===== src/rtl/nrv2b_pkg.sv =====
// Package: shared types and constants for the NRV2B decompressor.
`timescale 1ns / 1ps
package nrv2b_pkg;

  localparam int unsigned WINDOW_DEPTH_DEF = 65536;
  localparam logic [31:0] GAMMA_LIMIT = 32'h0100_0002;
  localparam logic [31:0] END_MARK    = 32'hffff_ffff;
  localparam logic [31:0] FAR_OFFSET  = 32'h0000_0d00;

  localparam logic CFG_SOURCE_LENGTH   = 1'b0;
  localparam logic CFG_OUTPUT_CAPACITY = 1'b1;

  localparam logic ACT_PUSH    = 1'b0;
  localparam logic ACT_ADVANCE = 1'b1;

  localparam logic [2:0] ST_RUN      = 3'd0;
  localparam logic [2:0] ST_OK       = 3'd1;
  localparam logic [2:0] ST_IN_OVR   = 3'd2;
  localparam logic [2:0] ST_OUT_OVR  = 3'd3;
  localparam logic [2:0] ST_LB_OVR   = 3'd4;
  localparam logic [2:0] ST_LEFTOVER = 3'd5;

  typedef enum logic [10:0] {
    PH_LIT_FLAG = 11'b000_0000_0001,
    PH_LIT_BYTE = 11'b000_0000_0010,
    PH_OFF_BIT  = 11'b000_0000_0100,
    PH_OFF_END  = 11'b000_0000_1000,
    PH_OFF_BYTE = 11'b000_0001_0000,
    PH_LEN_A    = 11'b000_0010_0000,
    PH_LEN_B    = 11'b000_0100_0000,
    PH_LEN_BIT  = 11'b000_1000_0000,
    PH_LEN_END  = 11'b001_0000_0000,
    PH_COPY     = 11'b010_0000_0000,
    PH_DONE     = 11'b100_0000_0000
  } phase_t;

  typedef struct packed {
    logic       action;
    logic [7:0] in_byte;
  } in_item_t;

  typedef struct packed {
    logic [7:0]  out_byte;
    logic        out_valid;
    logic        wants_byte;
    logic [2:0]  status;
    logic        finished;
    logic [31:0] out_count;
  } out_item_t;

endpackage


===== src/rtl/nrv2b_fifo.sv =====
// Short queue of input items between the front and the decode engine.
`timescale 1ns / 1ps
module nrv2b_fifo
  import nrv2b_pkg::*;
(
  input  logic     clk,
  input  logic     rst_n,
  input  logic     wr_en,
  input  in_item_t wr_data,
  output logic     full,
  input  logic     rd_en,
  output in_item_t rd_data,
  output logic     empty
);
  in_item_t   mem_r [2];
  logic       wp_r, rp_r;
  logic [1:0] cnt_r;

  assign full    = (cnt_r == 2'd2);
  assign empty   = (cnt_r == 2'd0);
  assign rd_data = mem_r[rp_r];

  always_ff @(posedge clk) begin
    if (wr_en) begin
      mem_r[wp_r] <= wr_data;
    end
    if (!rst_n) begin
      wp_r  <= 1'b0;
      rp_r  <= 1'b0;
      cnt_r <= 2'd0;
    end else begin
      if (wr_en) wp_r <= ~wp_r;
      if (rd_en) rp_r <= ~rp_r;
      cnt_r <= cnt_r + 2'(wr_en) - 2'(rd_en);
    end
  end
endmodule


===== config.mk =====
export PLATFORM = sky130hd
export DESIGN_NAME = nrv2b_fifo
export DESIGN_NICKNAME = d
export VERILOG_FILES = /design/src/rtl/nrv2b_pkg.sv /design/src/rtl/nrv2b_fifo.sv
export SDC_FILE = /design/constraint.sdc
export NUM_CORES = 1
export LEC_CHECK = 0
export BUFFER_PORTS_ARGS = -buffer_cell sky130_fd_sc_hd__buf_2
export CORE_UTILIZATION = 49
export CTS_CLUSTER_SIZE = 24
export DETAILED_ROUTE_END_ITERATION = 8
export GPL_TIMING_DRIVEN = 1
export HOLD_SLACK_MARGIN = 0.05
export MAX_ROUTING_LAYER = met4
export PLACE_DENSITY_LB_ADDON = 0.1
export SLEW_MARGIN = 20
export SYNTH_ARGS = -nofsm -noshare
export SYNTH_HDL_FRONTEND = slang
export SYNTH_SLANG_ARGS = --single-unit

===== constraint.sdc =====
create_clock -name clk -period 1.57 [get_ports clk]
set_input_delay 0.157 -clock clk [delete_from_list [all_inputs] [get_ports clk]]
set_output_delay 0.157 -clock clk [all_outputs]
set_load 0.02 [all_outputs]

==> summary.md <==
| Metric | Value |
|---|---|
| Status | `finished clean` |
| Chip width | `44.2 um` |
| Leakage | `0.459 nW` |
| Vias per cell | `4.93` |
| DR WL/cell | `12.3 um` |
| Worst path arrival time | `1280 ps` |
| Area delta synth->final | `29.3%` |
| Initial antenna violation count | `0` |
| Residual DRC | `0` |
| Combinational power share | `18.9%` |
| M1 GR Usage | `18.4%` |
| Number of global-route vias before repair | `477` |
| Gpl congestion | `0.663` |
| Reg2Reg Setup Slack | `330 ps` |
| Routed WL | `1.24 mm` |
| Period utilization | `91.3%` |
| Reg-to-reg startpoint | `cnt_r[0]` |
| Final worst slack | `137 ps` |
| Seq cells post-synth | `23` |
| Worst Tran Pin Value | `404 ps` |
| Number of top-level pins | `24` |
| Post-synthesis instance total | `49` |
| CP required | `1410 ps` |
| Worst Setup Start Kind | `flip-flop` |
| Min-Delay Path Class | `primary input to flip-flop` |
| Clk buf depth | `2` |
| Nets | `101` |
| Drt initial violations | `5` |
| Maximum VDD drop | `709 uV` |
| Clock Sinks | `23` |
| Cell Chain, Critical Path | `mux2_2, buf_2` |
| Cell Rows | `14` |
| Met3 Use GR | `4.90%` |
| Num CTS Buffers | `3` |
| Setup Skew | `5.45 ps` |
| Grt peak-use layer | `met2` |
| WS Path Type | `flip-flop to output pin` |
| Seq/Total Area, Yosys | `73.5%` |
| RR Endpoint | `cnt_r[1]` |
| ANT cells | `0` |
| Final hold slack | `110 ps` |
| Die height | `44.2 um` |
| RSZ-0062 raised after global routing | `no` |
| Crit-path slowest cell | `dfxtp_2` |
| Seq pwr share | `59.6%` |
| Netlist cell types | `12` |
| Syn Area/Cell | `17.8 um^2` |
| Antenna viol nets, final | `0` |
| Max Clk Rate | `698 MHz` |
| Met2 usage | `23.8%` |
| Setup crit end kind | `output pin` |
| R2R cell count | `6` |
| NetSw | `0.299 mW` |
| Post-Syn Nets | `64` |
| Htree depth | `1` |
| Clk pwr share | `21.5%` |
| Slew HR | `73.0%` |
| CTS tree | `built` |
| Core Area | `1580 um^2` |
| Synthesized area | `872 um^2` |
| Pre-CTS setup slack | `338 ps` |
| Worst setup endpoint | `rd_data[3]` |
| Syn. warnings | `0` |
| Worst path max stage delay | `460 ps` |
| TNS Setup | `0 ps` |
| Clock Pin Slew Worst Setup and Hold Paths | `110 ps` |
| Initial Util | `55.3%` |
| I/O Buffers | `23` |
| Switching Fraction | `24.5%` |
| Via count | `498` |
| Overflow after GRT | `0` |
| Finished Layout Cells | `101` |
| CTS root buffer | `clkbuf_4` |
| Die Area | `1950 um^2` |
| Power density cells | `1080 nW/um^2` |
| Worst-Skew Late Latency | `300 ps` |
| Crit-path max FO | `9` |
| Pint | `0.920 mW` |
| Largest net degree at the start of global routing | `13` |
| Final setup violation count | `0` |
| Post-layout min period | `1430 ps` |
| DRT Pass-1 Iters | `5` |
| Max_cap viols | `0` |
| GRT Util Overall | `15.7%` |
| Global-route wire length before repair | `2.04 mm` |
| Layout cells sized above 1 | `43.5%` |
| Post-DP HPWL | `841 um` |
| Final Util | `71.5%` |
| Slew Limit Fails | `0` |
| Cell count after placement | `88` |
| Final Hold Viols | `0` |
-- worst min path at each step --
| stage | startpoint | to | slack [ps] | cells after the start |
|---|---|---|---|---|
| 2_1_floorplan | wr_data[0] | mem_r[0][0] | 260 | 0 |
| 3_3_place_gp | wr_data[4] | mem_r[0][4] | 350 | 1 |
| 3_5_place_dp | wr_data[2] | mem_r[1][2] | 350 | 1 |
| 4_1_cts | rst_n | flip-flop | 100 | 2 |
| 5_1_grt | rst_n | wp_r | 90 | 2 |
| 6_report | rst_n | flip-flop | 110 | 2 |
-- cell usage after synthesis, drive strengths merged --
library cell / n / area, um^2
mux2: 9 / 101
nor2: 1 / 3.75
dfxtp: 5 / 100
inv: 2 / 7.51
nor2b: 4 / 25.0
xnor3: 1 / 22.5
xor2: 1 / 8.76
buf: 1 / 5.00
edfxtp: 18 / 541
o21a: 1 / 7.51
and2: 4 / 25.0
ha: 2 / 25.0
-- cells by family (layout without fill, tap and decap cells) --
family / count (synthesis) / in the layout / share of synthesized area, %
xor gates and xnor gates: 2 / 2 / 3.59
AOI/OAI and AO/OA: 1 / 1 / 0.861
buffers and inverters: 3 / 39 / 1.43
DFF: 23 / 23 / 73.5
and+or+nand+nor: 9 / 9 / 6.17
muxes: 9 / 9 / 11.6
adders and majority gates: 2 / 2 / 2.87
-- routing by layer --
layer	routed length, um	share of wire (%)
met4	13	1.0
met3	46	3.7
met5	0	0
met2	603	49
met1	578	47
-- stage by stage --
stage / power [mW] / instance area, um^2
finish: 1.22 / 1130
global route: 1.29 / 1130
CTS: 1.23 / 1130
detailed placement: 0.955 / 1010
global placement: 0.949 / 1010
floorplan: 0.882 / 872
-- registers in the layout (all words and copies together), names as in the netlist, named ones only --
name	flops
mem_r	18
cnt_r	2
wp_r	1
rp_r	1
-- placed cells by master, fill, tap and decap left out, drive strengths merged --
cell	synthesis	routed
buf	1	24
edfxtp	18	18
mux2	9	9
dlygate4sd3	0	9
dfxtp	5	5
and2	4	4
nor2b	4	4
clkbuf	0	4
inv	2	2
ha	2	2
nor2	1	1
xor2	1	1
o21a	1	1
xnor3	1	1
-- worst max-delay path: cells and delay by family (launching register included) --
kind     cells  cell delay (ps)
buf+inv      1              160
flops        1              460
mux          1              360
-- final cells by class --
class	instances	area, um^2
Multi-Input combinational cell	23	219
Fill cell	115	449
Inverter	2	7.51
Sequential cell	23	642
Clock buffer	4	26.3
Timing Repair Buffer	33	213
Tap cell	16	20.0
-- what timing repair did --
item / CTS / global route
resized for setup: 1 / 0
setup buffers: 0 / 0
hold buffers: 9 / 0
endpoints found under the hold margin: 18 / 0
setup endpoints to repair: 9 / 0
-- power by group through the flow --
stage                     clock (mW)  combinational [mW]  sequential [mW]
after floorplan                    0               0.154            0.728
after global routing           0.307               0.248            0.733
after detailed placement           0               0.214            0.740
after global placement             0               0.210            0.739
after CTS                      0.273               0.232            0.727
final                          0.262               0.230            0.726
Note: power is estimated with default switching activity, not from simulation.
